## src/rtl/mme_pkg.sv

```systemverilog
// ----------------------------------------------------------------------------
// mme_pkg: shared types and constants of the matrix multiply engine
// Item layouts, operation codes, register indexes and default sizes.
// ----------------------------------------------------------------------------
`timescale 1ns / 1ps
`default_nettype none

package mme_pkg;

    localparam int MAX_DIM_DEF    = 16;
    localparam int VALUE_BITS_DEF = 32;

    localparam int ROW_W   = 4;
    localparam int COL_W   = 4;
    localparam int DATA_W  = 32;
    localparam int DIM_W   = 5;
    localparam int CFG_IDX_W = 8;
    localparam int MAX_RESULTS = 16;

    // operation codes
    localparam logic [1:0] OP_LOAD_A  = 2'd0;
    localparam logic [1:0] OP_LOAD_B  = 2'd1;
    localparam logic [1:0] OP_COMPUTE = 2'd2;

    // configuration register indexes
    localparam logic [CFG_IDX_W-1:0] CFG_ROWS_A    = 8'd0;
    localparam logic [CFG_IDX_W-1:0] CFG_INNER_DIM = 8'd1;
    localparam logic [CFG_IDX_W-1:0] CFG_COLS_B    = 8'd2;

    typedef struct packed {
        logic [1:0]              operation;
        logic [ROW_W-1:0]        row_index;
        logic [COL_W-1:0]        col_index;
        logic signed [DATA_W-1:0] element_value;
    } t_in_item;

    typedef struct packed {
        logic [ROW_W-1:0]         out_row;
        logic [COL_W-1:0]         out_col;
        logic signed [DATA_W-1:0] product_value;
        logic                     saturated;
        logic                     row_error;
        logic                     last_of_row;
    } t_out_item;

    // one memory read issued toward the multiply-accumulate unit
    typedef struct packed {
        logic valid;
        logic first;
        logic last;
    } t_mac_ctrl;

endpackage

`default_nettype wire

```

## src/rtl/mme_mac.sv

```systemverilog
// ----------------------------------------------------------------------------
// mme_mac: multiply-accumulate unit with rounding and saturation
// Product register, exact wide accumulator, round to Q16.16 and clamp.
// ----------------------------------------------------------------------------
`timescale 1ns / 1ps
`default_nettype none

module mme_mac #(
    parameter int ELEM_W = mme_pkg::DATA_W,
    localparam int PROD_W = 2 * ELEM_W,
    localparam int ACC_W  = PROD_W + 5
) (
    input  wire logic                     i_clk,
    input  wire logic                     i_rst_n,
    input  wire mme_pkg::t_mac_ctrl       i_ctrl,
    input  wire logic signed [ELEM_W-1:0] i_a,
    input  wire logic signed [ELEM_W-1:0] i_b,
    input  wire logic                     i_take,
    output logic                          o_done,
    output logic signed [mme_pkg::DATA_W-1:0] o_value,
    output logic                          o_sat
);

    localparam logic signed [ACC_W-1:0] RND_HALF =
        {{(ACC_W-16){1'b0}}, 1'b1, 15'b0};
    localparam logic signed [ACC_W-1:0] SAT_MAX =
        {{(ACC_W-ELEM_W+1){1'b0}}, {(ELEM_W-1){1'b1}}};
    localparam logic signed [ACC_W-1:0] SAT_MIN =
        {{(ACC_W-ELEM_W+1){1'b1}}, {(ELEM_W-1){1'b0}}};

    mme_pkg::t_mac_ctrl       r_c1;
    mme_pkg::t_mac_ctrl       r_c2;
    logic signed [PROD_W-1:0] r_prod;
    logic signed [ACC_W-1:0]  r_acc;
    logic signed [ACC_W-1:0]  n_acc;
    logic                     r_done;
    logic                     n_done;

    logic signed [ACC_W-1:0]  w_rnd;
    logic signed [ELEM_W-1:0] w_val;
    logic                     w_hi;
    logic                     w_lo;

    // control follows the memory read latency, then the product stage
    always_ff @(posedge i_clk) begin
        if (!i_rst_n) begin
            r_c1   <= '0;
            r_c2   <= '0;
            r_done <= 1'b0;
        end else begin
            r_c1   <= i_ctrl;
            r_c2   <= r_c1;
            r_done <= n_done;
        end
    end

    always_ff @(posedge i_clk) begin
        r_prod <= PROD_W'(i_a) * PROD_W'(i_b);
        r_acc  <= n_acc;
    end

    always_comb begin
        n_acc  = r_acc;
        n_done = r_done;
        if (r_c2.valid) begin
            if (r_c2.first) begin
                n_acc = ACC_W'(r_prod);
            end else begin
                n_acc = r_acc + ACC_W'(r_prod);
            end
            if (r_c2.last) begin
                n_done = 1'b1;
            end
        end else if (i_take) begin
            n_done = 1'b0;
        end
    end

    // round to nearest with ties up, then clamp to the element range
    assign w_rnd = (r_acc + RND_HALF) >>> 16;
    assign w_hi  = w_rnd > SAT_MAX;
    assign w_lo  = w_rnd < SAT_MIN;

    always_comb begin
        priority if (w_hi) begin
            w_val = SAT_MAX[ELEM_W-1:0];
        end else if (w_lo) begin
            w_val = SAT_MIN[ELEM_W-1:0];
        end else begin
            w_val = w_rnd[ELEM_W-1:0];
        end
    end

    assign o_done  = r_done;
    assign o_value = mme_pkg::DATA_W'(w_val);
    assign o_sat   = w_hi || w_lo;

endmodule

`default_nettype wire

```

## config.mk

```make
export PLATFORM = sky130hd
export DESIGN_NAME = mme_mac
export DESIGN_NICKNAME = d
export VERILOG_FILES = /design/src/rtl/mme_pkg.sv /design/src/rtl/mme_mac.sv
export SDC_FILE = /design/constraint.sdc
export NUM_CORES = 2
export LEC_CHECK = 0
export ABC_AREA = 1
export BUFFER_PORTS_ARGS = -buffer_cell sky130_fd_sc_hd__buf_2
export CAP_MARGIN = 25
export CORE_MARGIN = 4
export CORE_UTILIZATION = 45
export DETAILED_ROUTE_END_ITERATION = 12
export SLEW_MARGIN = 20
export SYNTH_ARGS = -nofsm -noshare
export SYNTH_HDL_FRONTEND = slang
export SYNTH_SLANG_ARGS = --single-unit
```

## constraint.sdc

```tcl
create_clock -name i_clk -period 10.5 [get_ports i_clk]
set_input_delay 1.05 -clock i_clk [delete_from_list [all_inputs] [get_ports i_clk]]
set_output_delay 1.05 -clock i_clk [all_outputs]
set_load 0.01 [all_outputs]
```

==> results.txt <==
----------------------------------------------------
[GRT]
  Met2 usage in global routing ... 44.52%
  Most used routing layer in global routing ... met2
  Overall Global Routing Usage ... a little over a quarter
  Wire length of the first global-routing pass ... 243700 um
  Largest net degree at the start of global routing ... 57
  Met1 track utilization from global routing ... about two fifths
  Global routing met3 resource utilization ... 3.480%
  Initial antenna violation count ... 5
  Number of global-route vias before repair ... 42.07k
  Overflow left after global routing ... 0

[Critical path]
  Critical path capture point type ... flop
  Setup slack of the most critical reg-to-reg path ... 6.73 ns
  Data arrival time of the critical path ... around 9.0 ns
  Length in cells of the worst reg-to-reg path ... 17
  Max FO, Critical Path ... 32
  Worst EP required ... 10.87 ns
  Source of the worst register-to-register timing path ... r_prod[0]$_DFF_P_
  Startpoint kind of the worst setup timing path ... primary input
  FF-to-FF End ... r_acc[40]$_DFFE_PP_
  Critical setup path kind ... in2reg

[Floorplan]
  Die boundary width ... 338.5 um
  Area of the die ... 114600 sq um
  Area of the core ... approximately 110000 sq um
  Number of cell rows ... 120
  Io pins ... approximately 100
  Die Y ... between 300 and 400 um
  Starting Density ... about 46%

[Route]
  Final antenna-violating net count ... 0
  Via count ... 40.37k
  DRC Markers ... 0
  Initial detailed-routing violation count ... 3046
  Vias per std cell ... 5.132
  Total Wirelength ... 153300 um
  Wire per inst ... 19.49 um
  Count of TritonRoute iterations in the first routing pass ... 9

[Clock network]
  TritonCTS Buffers ... 17
  Post-cts sizing count ... 0
  Cts hold-fix bufs ... 0
  Post-CTS setup buffer count ... 0
  Clock latency at the later pin of the worst-skew pair ... 0.46 ns
  Max Buffers Root-to-Sink ... 2
  Clock slew at reported path FFs ... 0.07 ns
  TritonCTS Sinks ... 140
  Root buffer cell ... sky130_fd_sc_hd__clkbuf_16
  Clock tree from TritonCTS ... yes
  Number of levels in the clock H-tree ... 4

[STA]
  Setup violators final ... 0
  Final period util ... 82.28%
  Maximum achievable frequency ... 0.1157 GHz
  RSZ-0062 raised after global routing ... no
  Setup tns final ... 0 ns
  Number of hold violations in the final report ... 0
  Final worst clock skew ... 0.02035 ns
  Slew at the pin with the worst max-slew slack ... 0.9668 ns
  Relative slew slack ... 35.55%
  Final number of max-transition violations ... 0
  Shortest clock period the worst path allows after layout ... 8.639 ns

[Synthesis]
  Dominant cell type by area after synthesis ... sky130_fd_sc_hd__fa_1
  Yosys warnings ... 0
  Sequential share of the synthesized area ... 7.105%
  Post-synth top flop ... sky130_fd_sc_hd__dfxtp_1
  Most common library cells after synthesis ... 1772 x sky130_fd_sc_hd__nand2_1, 1765 x sky130_fd_sc_hd__inv_1, 1083 x sky130_fd_sc_hd__fa_1
  Post-synth net total ... 7899
  Combined area of all synthesized cells ... 49160 sq um
  Multiplexer fraction of the synthesized cell area ... 0%
  Top cell type's share of synthesized area ... between 40 and 50%
  Parity-gate share of the synthesized area counting xor and xnor cells ... 1.906%
  Yosys reg bits ... 140
  Number of enable-type register cells in the synthesized netlist ... 69
  Mapped Cells ... 6493
  Combinational family with the most area after synthesis ... adder cells
  Fraction of the mapped netlist area in adder cells ... 50.54%
  Unique cell type count in the Yosys netlist ... 42
  Post-synthesis compound-gate area fraction ... 4.965%
  Simple logic cell fraction of the synthesized area ... slightly above 20%
  Synth area leaders ... sky130_fd_sc_hd__fa_1 44%, sky130_fd_sc_hd__nand2_1 14%, sky130_fd_sc_hd__inv_1 13%, sky130_fd_sc_hd__ha_1 6.4%, sky130_fd_sc_hd__edfxtp_1 4.2%
  Fraction of synthesis flops using an asynchronous set or reset pin ... 0%
  Average instance area after synthesis ... 7.572 sq um
  Count leader, synth ... sky130_fd_sc_hd__nand2_1

[Worst hold path]
  Number of cells on the worst hold path ... 2
  Beginning of the worst hold path ... r_c1[2]$_SDFF_PN0_
  Worst hold path endpoint ... r_c2[2]$_SDFF_PN0_
  Type of the tightest min-delay check ... reg2reg

[Cells and area]
  Fraction of layout cells with a size suffix above 1 ... 3.699%
  Multi-input gate area ... 38190 sq um
  Area grow syn2layout ... 4.721%
  Post-layout net count ... 7855
  # fillers ... 10.91k
  Footprint of the flip-flops and latches ... 3496 sq um

[Placed design]
  Placed wire-length estimate ... 130100 um
  Port Buffer Count ... 103
  Weighted congestion reported at the end of routability-driven placement ... 1.006

[Run]
  Number of max-cap violations ... 0

[Run status]
  Status ... completed

----------------------------------------------------
flip-flops by register name, indices dropped and copies added (netlist names):
name,flops
o_done,1
r_acc,69
r_c1,3
r_c2,3
r_prod,64
through the flow:
step | instance area (sq um) | cells | utilization, % | setup WS [ns] | hold WS, ns
after floorplan | 49160 | 6493 | - | 2.485 | 0.3900
after global placement | 50930 | 7833 | 47.24 | 1.496 | 0.3931
after detailed placement | 50930 | 7833 | 47.24 | 1.363 | 0.4001
after CTS | 51480 | 7865 | 47.76 | 1.846 | 0.4130
after global routing | 51480 | 7865 | 47.76 | 1.327 | 0.4407
final | 51490 | 7866 | 47.76 | 1.861 | 0.4110
area by class of cell:
| type | instances | share of cell area (%) |
|---|---|---|
| multi-input cells | 4374 | 74.17 |
| inverters | 1767 | 12.88 |
| flip-flops and latches | 140 | 6.790 |
| well taps | 1403 | 3.410 |
| repair buffers | 149 | 1.672 |
| clock buffers | 19 | 0.9016 |
| clock inverters | 13 | 0.1701 |
| diodes | 1 | 0.004860 |
routing by layer:
| layer | share of wire (%) | vias up |
|---|---|---|
| li1 | - | 18615 |
| met1 | 45 | 20103 |
| met2 | 46 | 1448 |
| met3 | 6.8 | 196 |
| met4 | 2.9 | 8 |
| met5 | 0.040 | - |
kinds of logic after synthesis:
kind of cell	Yosys count
AOI/OAI and AO/OA	438
xor gates and xnor gates	107
adders and majority gates	1336
buffers and inverters	1979
DFF	140
and+or+nand+nor	2493
how the worst max path moves through the flow:
stage	cells after the start	start	endpoint
floorplan	25	i_a[31]	r_prod[61]$_DFF_P_
global placement	24	i_a[31]	r_prod[61]$_DFF_P_
detailed placement	24	i_a[31]	r_prod[61]$_DFF_P_
CTS	21	i_a[31]	r_prod[56]$_DFF_P_
global route	24	i_a[31]	r_prod[61]$_DFF_P_
finish	21	i_a[31]	r_prod[56]$_DFF_P_
worst max-delay path, cell delays in order:
cell                      delay (ns)
sky130_fd_sc_hd__buf_2          0.54
sky130_fd_sc_hd__nand2_1        0.28
sky130_fd_sc_hd__fa_1           0.68
sky130_fd_sc_hd__fa_1           0.86
sky130_fd_sc_hd__inv_1          0.11
sky130_fd_sc_hd__fa_1           1.06
sky130_fd_sc_hd__inv_1          0.14
sky130_fd_sc_hd__fa_1           0.55
sky130_fd_sc_hd__fa_1           0.44
sky130_fd_sc_hd__fa_1           0.51
sky130_fd_sc_hd__fa_1           0.52
sky130_fd_sc_hd__fa_1           0.54
sky130_fd_sc_hd__inv_1          0.04
sky130_fd_sc_hd__ha_1           0.41
sky130_fd_sc_hd__nand2_1        0.13
sky130_fd_sc_hd__nor2_1         0.24
sky130_fd_sc_hd__inv_1          0.09
sky130_fd_sc_hd__nor4_1         0.34
sky130_fd_sc_hd__nand3_1        0.13
sky130_fd_sc_hd__nand3_1        0.11
sky130_fd_sc_hd__xor2_1         0.18
cell usage in the layout (no fill, tap or decap), drive strengths merged, types with 71 or more instances in the layout:
cell type  count
nand2       1777
fa          1083
xor2          73
buf          149
nand3        157
a21oi        187
nor2         431
o21ai        143
dfxtp         71
inv         1771
ha           253
Power is not shown: default switching activity piles up to over one toggle a cycle in this logic, so the estimate is an artifact.
